===== src/hw/rtl/ldf_pkg.sv =====
// Shared types and constants for the length-prefixed value deframer.
package ldf_pkg;

    // Parse phase of the front end
    typedef enum logic [1:0] {
        PH_COUNT   = 2'd0,
        PH_LENGTH  = 2'd1,
        PH_PAYLOAD = 2'd2,
        PH_DONE    = 2'd3
    } t_phase;

    // Result kind codes on the output tuser
    localparam logic [1:0] KIND_HEADER  = 2'd0;
    localparam logic [1:0] KIND_PAYLOAD = 2'd1;
    localparam logic [1:0] KIND_STATUS  = 2'd2;

    // Decode queue geometry
    localparam int QDEPTH = 4;
    localparam int QAW    = $clog2(QDEPTH);

    // Output tdata width: index, length, byte, status, total, padded to bytes
    localparam int ODATA_W = 112;

    // One queued record: the results caused by one input byte
    typedef struct packed {
        logic        main_vld;    // header or payload result present
        logic        main_pay;    // 1 payload byte, 0 header
        logic [31:0] index;       // value index
        logic [31:0] arg;         // header length, or payload byte in [7:0]
        logic        stat_vld;    // status result follows
        logic        stat_bad;    // invalid framing
        logic [31:0] total;       // declared value count
    } t_rec;

    // Queue status seen by both ends
    typedef struct packed {
        logic full;
        logic empty;
    } t_q_stat;

endpackage


===== src/hw/rtl/length_prefixed_value_deframer.sv =====
// Top level: length-prefixed value deframer, byte in, results out.
// Each result is registered in the record queue and then in the back end's
// held record before tvalid rises for it.
// Throughput: one byte per cycle while the record queue is not full; a byte
// causing two results (a header or payload byte that is also the final
// byte) takes two output transfers, absorbed by the four-entry record queue.
// Reset: synchronous active-low i_rst_n clears parser state and queue.
module length_prefixed_value_deframer (
    input  logic                         i_clk,
    input  logic                         i_rst_n,
    input  logic                         s_axis_tvalid,
    output logic                         s_axis_tready,
    input  logic [7:0]                   s_axis_tdata,  // [7:0] data_byte
    input  logic                         s_axis_tlast,
    output logic                         m_axis_tvalid,
    input  logic                         m_axis_tready,
    // [31:0] value_index, [63:32] value_length, [71:64] payload_byte,
    // [72] status, [104:73] total_values, [111:105] zero
    output logic [ldf_pkg::ODATA_W-1:0]  m_axis_tdata,
    output logic [1:0]                   m_axis_tuser,  // [1:0] kind
    output logic                         m_axis_tlast
);
    import ldf_pkg::*;

    t_rec    w_push_rec;
    t_rec    w_pop_rec;
    t_q_stat w_qstat;
    logic    w_push;
    logic    w_pop;

    ldf_front u_front (
        .i_clk   (i_clk),
        .i_rst_n (i_rst_n),
        .i_valid (s_axis_tvalid),
        .o_ready (s_axis_tready),
        .i_byte  (s_axis_tdata),
        .i_last  (s_axis_tlast),
        .i_qstat (w_qstat),
        .o_push  (w_push),
        .o_rec   (w_push_rec)
    );

    ldf_queue u_queue (
        .i_clk   (i_clk),
        .i_rst_n (i_rst_n),
        .i_push  (w_push),
        .i_rec   (w_push_rec),
        .i_pop   (w_pop),
        .o_rec   (w_pop_rec),
        .o_stat  (w_qstat)
    );

    ldf_back u_back (
        .i_clk   (i_clk),
        .i_rst_n (i_rst_n),
        .i_rec   (w_pop_rec),
        .i_qstat (w_qstat),
        .o_pop   (w_pop),
        .o_valid (m_axis_tvalid),
        .i_ready (m_axis_tready),
        .o_data  (m_axis_tdata),
        .o_user  (m_axis_tuser),
        .o_last  (m_axis_tlast)
    );

    // Status always closes the run of its byte
    a_status_last: assert property (@(posedge i_clk) disable iff (!i_rst_n)
        (m_axis_tvalid && (m_axis_tuser == KIND_STATUS)) |-> m_axis_tlast)
        else $error("status transfer without tlast");

    // Queue never written when full
    a_no_overflow: assert property (@(posedge i_clk) disable iff (!i_rst_n)
        w_push |-> !w_qstat.full)
        else $error("record queue overflow");

    // Queue never read when empty
    a_no_underflow: assert property (@(posedge i_clk) disable iff (!i_rst_n)
        w_pop |-> !w_qstat.empty)
        else $error("record queue underflow");

endmodule


===== src/hw/rtl/ldf_front.sv =====
// Front end: byte parser; queues a record for each byte that causes results.
module ldf_front (
    input  logic           i_clk,
    input  logic           i_rst_n,
    input  logic           i_valid,
    output logic           o_ready,
    input  logic [7:0]     i_byte,
    input  logic           i_last,
    input  ldf_pkg::t_q_stat i_qstat,
    output logic           o_push,
    output ldf_pkg::t_rec  o_rec
);
    import ldf_pkg::*;

    t_phase      r_phase, n_phase;
    logic [1:0]  r_pos,   n_pos;
    logic [31:0] r_word,  n_word;
    logic [31:0] r_vrem,  n_vrem;
    logic [31:0] r_prem,  n_prem;
    logic [31:0] r_idx,   n_idx;
    logic [31:0] r_decl,  n_decl;
    logic        r_err,   n_err;

    logic [31:0] w_word;
    logic        w_done;
    logic        w_accept;

    assign o_ready  = !i_qstat.full;
    assign w_accept = i_valid && o_ready;
    assign o_push   = w_accept && (o_rec.main_vld || o_rec.stat_vld);

    // Field gathering, little-endian
    assign w_word = r_word | ({24'd0, i_byte} << {r_pos, 3'b000});
    assign w_done = (r_pos == 2'd3);

    // Next state and record
    always_comb begin
        n_phase = r_phase;
        n_pos   = r_pos;
        n_word  = r_word;
        n_vrem  = r_vrem;
        n_prem  = r_prem;
        n_idx   = r_idx;
        n_decl  = r_decl;
        n_err   = r_err;
        o_rec   = '0;

        if (!r_err) begin
            case (r_phase)
                PH_COUNT: begin
                    n_pos = r_pos + 2'd1;
                    if (w_done) begin
                        n_decl  = w_word;
                        n_vrem  = w_word;
                        n_word  = '0;
                        n_idx   = '0;
                        n_phase = (w_word == 32'd0) ? PH_DONE : PH_LENGTH;
                    end else begin
                        n_word = w_word;
                    end
                end
                PH_LENGTH: begin
                    n_pos = r_pos + 2'd1;
                    if (w_done) begin
                        o_rec.main_vld = 1'b1;
                        o_rec.main_pay = 1'b0;
                        o_rec.index    = r_idx;
                        o_rec.arg      = w_word;
                        n_word         = '0;
                        n_prem         = w_word;
                        if (w_word == 32'd0) begin
                            // zero-length value: header only
                            n_idx   = r_idx + 32'd1;
                            n_vrem  = r_vrem - 32'd1;
                            n_phase = (r_vrem == 32'd1) ? PH_DONE : PH_LENGTH;
                        end else begin
                            n_phase = PH_PAYLOAD;
                        end
                    end else begin
                        n_word = w_word;
                    end
                end
                PH_PAYLOAD: begin
                    o_rec.main_vld = 1'b1;
                    o_rec.main_pay = 1'b1;
                    o_rec.index    = r_idx;
                    o_rec.arg      = {24'd0, i_byte};
                    n_prem         = r_prem - 32'd1;
                    if (r_prem == 32'd1) begin
                        n_idx   = r_idx + 32'd1;
                        n_vrem  = r_vrem - 32'd1;
                        n_phase = (r_vrem == 32'd1) ? PH_DONE : PH_LENGTH;
                    end
                end
                PH_DONE: begin
                    // trailing byte
                    n_err = 1'b1;
                end
                default: begin
                    n_err = 1'b1;
                end
            endcase
        end

        // Final byte: report status, then back to reset state
        if (i_last) begin
            o_rec.stat_vld = 1'b1;
            o_rec.stat_bad = n_err || (n_phase != PH_DONE);
            o_rec.total    = n_decl;
            n_phase        = PH_COUNT;
            n_pos          = '0;
            n_word         = '0;
            n_vrem         = '0;
            n_prem         = '0;
            n_idx          = '0;
            n_decl         = '0;
            n_err          = 1'b0;
        end
    end

    // Parser state
    always_ff @(posedge i_clk) begin
        if (!i_rst_n) begin
            r_phase <= PH_COUNT;
            r_pos   <= '0;
            r_word  <= '0;
            r_vrem  <= '0;
            r_prem  <= '0;
            r_idx   <= '0;
            r_decl  <= '0;
            r_err   <= 1'b0;
        end else if (w_accept) begin
            r_phase <= n_phase;
            r_pos   <= n_pos;
            r_word  <= n_word;
            r_vrem  <= n_vrem;
            r_prem  <= n_prem;
            r_idx   <= n_idx;
            r_decl  <= n_decl;
            r_err   <= n_err;
        end
    end

endmodule


===== src/hw/rtl/ldf_queue.sv =====
// Short record queue between the parser and the result sequencer.
module ldf_queue (
    input  logic             i_clk,
    input  logic             i_rst_n,
    input  logic             i_push,
    input  ldf_pkg::t_rec    i_rec,
    input  logic             i_pop,
    output ldf_pkg::t_rec    o_rec,
    output ldf_pkg::t_q_stat o_stat
);
    import ldf_pkg::*;

    t_rec           r_mem [QDEPTH];
    logic [QAW-1:0] r_wr;
    logic [QAW-1:0] r_rd;
    logic [QAW:0]   r_cnt;

    assign o_stat.full  = (r_cnt == (QAW+1)'(QDEPTH));
    assign o_stat.empty = (r_cnt == '0);
    assign o_rec        = r_mem[r_rd];

    // Storage
    always_ff @(posedge i_clk) begin
        if (i_push) begin
            r_mem[r_wr] <= i_rec;
        end
    end

    // Pointers and fill count
    always_ff @(posedge i_clk) begin
        if (!i_rst_n) begin
            r_wr  <= '0;
            r_rd  <= '0;
            r_cnt <= '0;
        end else begin
            if (i_push) begin
                r_wr <= r_wr + QAW'(1);
            end
            if (i_pop) begin
                r_rd <= r_rd + QAW'(1);
            end
            case ({i_push, i_pop})
                2'b10:   r_cnt <= r_cnt + (QAW+1)'(1);
                2'b01:   r_cnt <= r_cnt - (QAW+1)'(1);
                default: r_cnt <= r_cnt;
            endcase
        end
    end

endmodule


===== src/hw/rtl/ldf_back.sv =====
// Back end: expands each record into one or two output transfers.
module ldf_back (
    input  logic                         i_clk,
    input  logic                         i_rst_n,
    input  ldf_pkg::t_rec                i_rec,
    input  ldf_pkg::t_q_stat             i_qstat,
    output logic                         o_pop,
    output logic                         o_valid,
    input  logic                         i_ready,
    output logic [ldf_pkg::ODATA_W-1:0]  o_data,
    output logic [1:0]                   o_user,
    output logic                         o_last
);
    import ldf_pkg::*;

    t_rec  r_rec;
    logic  r_busy;
    logic  r_second;

    logic        w_last_res;
    logic        w_stat_now;
    logic        w_take;
    logic [31:0] w_index;
    logic [31:0] w_len;
    logic [7:0]  w_byte;
    logic        w_status;
    logic [31:0] w_total;

    // Second transfer of a record is always its status
    assign w_last_res = r_second || !(r_rec.main_vld && r_rec.stat_vld);
    assign w_stat_now = r_second || !r_rec.main_vld;
    assign w_take     = r_busy ? (i_ready && w_last_res) : 1'b1;
    assign o_pop      = w_take && !i_qstat.empty;

    // Result fields
    always_comb begin
        w_index  = '0;
        w_len    = '0;
        w_byte   = '0;
        w_status = 1'b0;
        w_total  = '0;
        if (w_stat_now) begin
            o_user   = KIND_STATUS;
            w_status = r_rec.stat_bad;
            w_total  = r_rec.total;
        end else if (r_rec.main_pay) begin
            o_user  = KIND_PAYLOAD;
            w_index = r_rec.index;
            w_byte  = r_rec.arg[7:0];
        end else begin
            o_user  = KIND_HEADER;
            w_index = r_rec.index;
            w_len   = r_rec.arg;
        end
    end

    assign o_valid = r_busy;
    assign o_last  = w_last_res;
    assign o_data  = {7'd0, w_total, w_status, w_byte, w_len, w_index};

    // Sequencer control
    always_ff @(posedge i_clk) begin
        if (!i_rst_n) begin
            r_busy   <= 1'b0;
            r_second <= 1'b0;
        end else if (w_take) begin
            r_busy   <= !i_qstat.empty;
            r_second <= 1'b0;
        end else if (i_ready) begin
            r_second <= 1'b1;
        end
    end

    // Held record
    always_ff @(posedge i_clk) begin
        if (w_take) begin
            r_rec <= i_rec;
        end
    end

endmodule


===== config.mk =====
export PLATFORM = sky130hd
export DESIGN_NAME = length_prefixed_value_deframer
export DESIGN_NICKNAME = d
export VERILOG_FILES = /design/src/hw/rtl/ldf_pkg.sv /design/src/hw/rtl/length_prefixed_value_deframer.sv /design/src/hw/rtl/ldf_front.sv /design/src/hw/rtl/ldf_queue.sv /design/src/hw/rtl/ldf_back.sv
export SDC_FILE = /design/constraint.sdc
export NUM_CORES = 1
export LEC_CHECK = 0
export BUFFER_PORTS_ARGS = -buffer_cell sky130_fd_sc_hd__buf_2
export CORE_ASPECT_RATIO = 1.4
export CORE_UTILIZATION = 56
export DETAILED_ROUTE_END_ITERATION = 16
export GPL_ROUTABILITY_DRIVEN = 0
export PLACE_DENSITY_LB_ADDON = 0.08
export SYNTH_ARGS = -nofsm -noshare
export SYNTH_HDL_FRONTEND = slang
export SYNTH_SLANG_ARGS = --single-unit

===== constraint.sdc =====
create_clock -name i_clk -period 10.9 [get_ports i_clk]
set_input_delay 0.545 -clock i_clk [delete_from_list [all_inputs] [get_ports i_clk]]
set_output_delay 0.545 -clock i_clk [all_outputs]
set_load 0.02 [all_outputs]

Word-level counts from Yosys, hierarchy flattened
Memories as Yosys holds them, arrays and structs flattened. A register that Yosys moved wholly into a read port is not among the register bits.
Cells that the tools add are included.
{"block": "word_totals", "regBits": 174, "ramBits": 400, "output_inout_bits": 117, "word_cells": 122, "n_memories": 1}
{"name": "u_queue.r_mem", "depth": 4, "word_bits": 100, "rd": 1, "rd_ports_with_merged_regs": 1, "wr": 1, "line_no": "ldf_queue.sv:13", "text": "t_rec r_mem [QDEPTH];"}
{"block": "op_classes", "addsub": 8, "eq_ne": 15, "shift": 1, "muxes": 57, "bitwise": 2, "n_reduce_logical": 25}
{"op": "2-to-1 mux 32 bit", "n": 26}
{"op": "one-hot mux 32 bit (3 select lines)", "n": 2}
{"op": "2-to-1 mux 66 bit", "n": 2}
{"op": "one-hot mux 66 bit (2 select lines)", "n": 1}
{"op": "equality test 32 x 1 -> 1 bit (second input constant)", "n": 2}
{"op": "one-hot mux 32 bit (2 select lines)", "n": 1}
{"op": "subtractor 32 x 1 -> 32 bit (second input constant)", "n": 2}
{"op": "2-to-1 mux 34 bit", "n": 1}
{"op": "adder 32 x 1 -> 32 bit (second input constant)", "n": 1}
{"op": "zero test 32 bit", "n": 1}
{"op": "OR 32 bit", "n": 1}
{"op": "left shift 8 x 5 -> 32 bit", "n": 1}
{"op": "2-to-1 mux 2 bit", "n": 12}
{"op": "2-to-1 mux 8 bit", "n": 2}
{"op": "inequality test 3 x 2 -> 1 bit (second input constant)", "n": 4}
{"op": "equality test 2 bit (second input constant)", "n": 4}
{"op": "2-to-1 mux 1 bit", "n": 8}
{"op": "AND reduction 7 bit", "n": 1}
{"op": "adder 2 x 1 -> 2 bit (second input constant)", "n": 3}
{"op": "one-hot mux 2 bit (3 select lines)", "n": 1}
{"op": "one-hot mux 3 bit (2 select lines)", "n": 1}
{"op": "logical AND 1 bit", "n": 5}
{"op": "equality test 2 x 1 -> 1 bit (second input constant)", "n": 2}
{"op": "zero test 1 bit", "n": 4}
{"op": "other kinds (14)", "n": 20}

Longest topological paths before layout
{"block": "depth", "word_depth": 14, "depth_mapped": 13}

Hierarchy
Synthesis repeated with hierarchy kept, for this count alone.
{"block": "unflattened", "hier_cells": 2119, "hier_area_um2": 28591.2}
{"module": "ldf_queue", "instances": 1, "cells_per_inst": 568, "area_each_um2": 14979.4, "seq_area_each_um2": 12191.7}
{"module": "ldf_front", "instances": 1, "cells_per_inst": 1307, "area_each_um2": 9654.3, "seq_area_each_um2": 3303.2}
{"module": "ldf_back", "instances": 1, "cells_per_inst": 244, "area_each_um2": 3957.5, "seq_area_each_um2": 3042.9}

Least setup slack after synthesis
OpenSTA, ideal clock, no wires.
{"block": "synth_path", "kind": "register -> register", "startpoint": "register u_front.r_phase[0]", "endpoint": "memory u_queue.r_mem[0][0] (netlist name) (enable)", "setup_ns": 0.470, "arrival_time_ns": 4.163, "required_ns": 10.430, "setup_slack_ns": 6.267, "path_stages_with_launch": 8, "n_path_buf": 1, "synth_period_minus_slack_ns": 4.633, "cell_sequence": "dfxtp_1 > inv_1 > ha_1 > clkbuf_1 > nor2b_1 > nand2_1 > a31oi_1 > and2_1"}
{"block": "synth_via", "elab_chain_len": 7}
{"element": "from (decl)", "line_no": "ldf_front.sv:15", "text": "t_phase r_phase, n_phase;"}
{"element": "from (signal assigned)", "line_no": "ldf_front.sv:133", "text": "r_phase <= n_phase;"}
{"element": "equality test 2 bit / equality test 2 x 1 -> 1 bit (equally long branches)", "line_no": "ldf_front.sv:49", "text": "case (r_phase)"}
{"element": "one-hot mux 66 bit (2 select lines) *", "line_no": "ldf_front.sv:49"}
{"element": "2-to-1 mux 66 bit *", "line_no": "ldf_front.sv:48", "text": "if (!r_err) begin"}
{"element": "logical OR 1 bit *", "line_no": "ldf_front.sv:30", "text": "assign o_push = w_accept && (o_rec.main_vld || o_rec.stat_vld);"}
{"element": "logical AND 1 bit *", "line_no": "ldf_front.sv:30"}
{"element": "2-to-1 mux 1 bit *", "line_no": "ldf_queue.sv:24", "text": "if (i_push) begin"}
{"element": "2-to-1 mux 1 bit (not written as such) *", "line_no": "ldf_queue.sv:25", "text": "r_mem[r_wr] <= i_rec;"}
{"element": "to (decl)", "line_no": "ldf_queue.sv:13"}
Every way passes the cells marked *; elsewhere a longest branch is shown, timed or not.

Worst setup path after layout
{"block": "layout_path", "startpoint": "register u_front.r_phase[0]", "endpoint": "memory u_queue.r_mem[2][56] (netlist name) (enable)"}
Same word-level chain as after synthesis.

==> qor.csv <==
metric;value;unit
status;completed;
CP Cell Sequence;inv_1 -> ha_1 -> buf_4 -> nor2b_1 -> nand2_1 -> a31oi_1 -> and2_4 -> buf_4;
Clk Latency, worst-skew pair;630;ps
final hold vios;0;
grt ovf;0;
initial antenna violation count;3;
Setup crit start kind;register;
crit path max fanout;52;
Clock Sinks;674;
fin nets;2317;
Crit path required time;11150;ps
hold path start;m_axis_tready;
Slew HR;16.79;%
CP Capture Type;register;
Max Clk Rate;213.0;MHz
Setup TNS;0;ps
Multi-input gate area;0.01002;mm²
core area;0.05202;mm²
Setup Viol. Count Final;0;
Yosys reg bits;674;
reg2reg end;u_queue.r_mem[2][56];
Critical R2R Launch;u_front.r_phase[0];
crit-path max cell delay;750;ps
total track usage;27.37;%
hold_buf cts;0;
port bufs;122;
Vias;19590;
Initial Util;56.57;%
Pre-Repair DR Iteration Count;6;
drt via density;6.543;
Clk pin slew, worst setup/hold paths;70;ps
Min-Delay Endpoint;u_back.r_second;
Place WS;6176;ps
first-pass GRT wire length;111800;µm
design area;0.03236;mm²
# fillers;3979;
Final Max Tran Viols;0;
Die Area;0.05349;mm²
RSZ-0062 raised after global routing;false;
CP Class;reg2reg;
Critical Path Source;u_front.r_phase[0];
EDFF count, synth;500;
Max-Cap Viols;0;
CTS tree;done;
most frequent CP cell;buf_4;
R2R cell count;8;
Syn Inst Count;2256;
Post-Syn Area per Cell;13.04;µm²
minimum clock period;4694;ps
Slowest-stage cell, CP;buf_4;
Area contributors post-synth;edfxtp_1, dfxtp_1, mux4_2;
Post-DRT Antenna Nets;0;
Area growth, synth to finish;9.961;%
worst hold path depth;3;
die extent in x;195.7;µm
clock root buffer;clkbuf_16;
DP HPWL;46970;µm
Slew @ Worst Pin;1237;ps
post-synth top area share;51.02;%
CTS Buffer Depth;3;
number of global-route vias before repair;19000;
largest net degree at the start of global routing;105;
Clock H-tree levels;2;
Synth Warn #;0;
Storage cell area;0.01851;mm²
die height;273.2;µm
post-DR wirelength/cell;24.46;µm
synth unique cells;79;
post-synthesis sequential area ratio;62.85;%
Min-Delay Path Class;in2reg;
CTS buffer count;59;
I/O pin count;130;
dpl cell area;0.03038;mm²
part of the cycle the worst path needs;43.07;%
Post-CTS Resized;0;
ys flop type;edfxtp_1;
r2r setup slk;6210;ps
PwrDens;209.4;mW/mm²
drt drc;0;
clock skew;21.32;ps
initial detailed-routing violation count;1903;
asr flop ratio synth;0;%
Total Routed Length;73240;µm
leading area contributor after synthesis;edfxtp_1;
Post-Syn Area;0.02943;mm²
post-CTS setup buffer count;0;
final worst slack;6206;ps
Pleak;10.58;nW
Peak supply drop;0.0001849;V
CP arrival;4940;ps
Core Util, Final;62.20;%
row cnt;99;
layout cells sized above 1;16.99;%
-- flip-flops by register name, indices dropped and copies added, names as in the netlist, 3 cells and up --
| signal | flops |
|---|---|
| u_back.r_rec | 100 |
| u_front.r_decl | 32 |
| u_front.r_idx | 32 |
| u_front.r_prem | 32 |
| u_front.r_vrem | 32 |
| u_front.r_word | 32 |
| u_queue.r_cnt | 3 |
| u_queue.r_mem | 400 |
-- logic make-up (layout without fill, tap and decap cells) --
kind of cell	Yosys count	count (layout)	synth area share, %
compound gates	496	496	11.28
xor+xnor	8	8	0.2381
fa+ha+maj	16	16	0.7058
buf+inv	237	312	3.350
flops	674	674	62.85
mux	126	126	8.537
other cells	1	8	0.01274
simple gates	698	698	13.02
-- power by group --
part	internal [W]	switching [W]	leakage, nW
sequential	0.00308	0.000123	6.17
clock	0.00121	0.000936	0.964
combinational	0.000536	0.000894	3.45
total	0.00482	0.00195	10.6
-- worst max-delay path: cells and delay by family (launching register included) --
kind / cells / cell delay [ps]
buf+inv: 3 / 1280
compound gates: 1 / 740
fa+ha+maj: 1 / 160
simple gates: 3 / 1640
flops: 1 / 360
-- routing by layer --
layer	track usage (%)	up-vias	routed length (µm)
li1	-	8833	-
met1	33.59	9785	28310
met2	48.50	763	37690
met3	3.770	206	4125
met4	11.70	4	3090
met5	0	-	24
-- worst max path at each step --
| stage | cells after the start | slack (ps) | endpoint |
|---|---|---|---|
| after floorplan | 7 | 6270 | u_queue.r_mem[0][0] |
| after CTS | 8 | 6150 | u_queue.r_mem[1][53] |
| after global routing | 8 | 5790 | u_queue.r_mem[0][23] |
| after global placement | 8 | 6360 | u_queue.r_mem[1][24] |
| final | 8 | 6210 | u_queue.r_mem[2][56] |
| after detailed placement | 8 | 6180 | u_queue.r_mem[1][24] |
-- synthesized netlist by cell type, drive strengths merged, types with 15 or more instances --
master,instances
a211oi,41
a21oi,155
a22oi,18
a31oi,29
and2,120
and3,17
buf,52
clkbuf,136
dfxtp,174
edfxtp,500
ha,15
inv,49
mux2i,26
mux4,100
nand2,99
nand3,36
nand4,40
nor2,192
nor3,32
nor4,94
o21ai,64
o22ai,23
o311ai,52
-- final cells by class --
cell class              count  share of cell area (%)
clock inverters            36                   1.172
repair buffers            153                   2.606
clock buffers              74                   4.957
flip-flops and latches    674                   57.18
multi-input cells        1351                   30.97
well taps                 656                   2.536
diodes                      1                0.007733
inverters                  49                  0.5722
-- per-stage QoR --
stage | total power (W) | hold WS [ps] | cells
global placement | 0.004681 | 441.8 | 2883
CTS | 0.006830 | 240.5 | 2993
finish | 0.006776 | 256.4 | 2994
floorplan | 0.004238 | 433.3 | 2262
global route | 0.007037 | 286.9 | 2993
detailed placement | 0.004708 | 447.7 | 2883
-- cell usage in the layout (no fill, tap or decap), types with 11 or more instances in the layout --
cell,n
a211oi_1,41
a21o_1,14
a21oi_1,155
a22oi_1,18
a31oi_1,29
and2_1,116
and3_1,17
buf_2,122
buf_4,31
clkbuf_16,60
clkinv_1,13
clkinv_2,11
dfxtp_1,172
edfxtp_1,500
ha_1,15
inv_1,48
mux2i_1,26
mux4_2,100
nand2_1,99
nand2b_1,14
nand3_1,36
nand4_1,38
nor2_1,190
nor3_1,30
nor4_1,71
nor4_2,21
o21ai_0,57
o22ai_1,23
o311ai_0,49
o31ai_1,11
o32ai_1,14
Power figures use the tool's default switching activity.
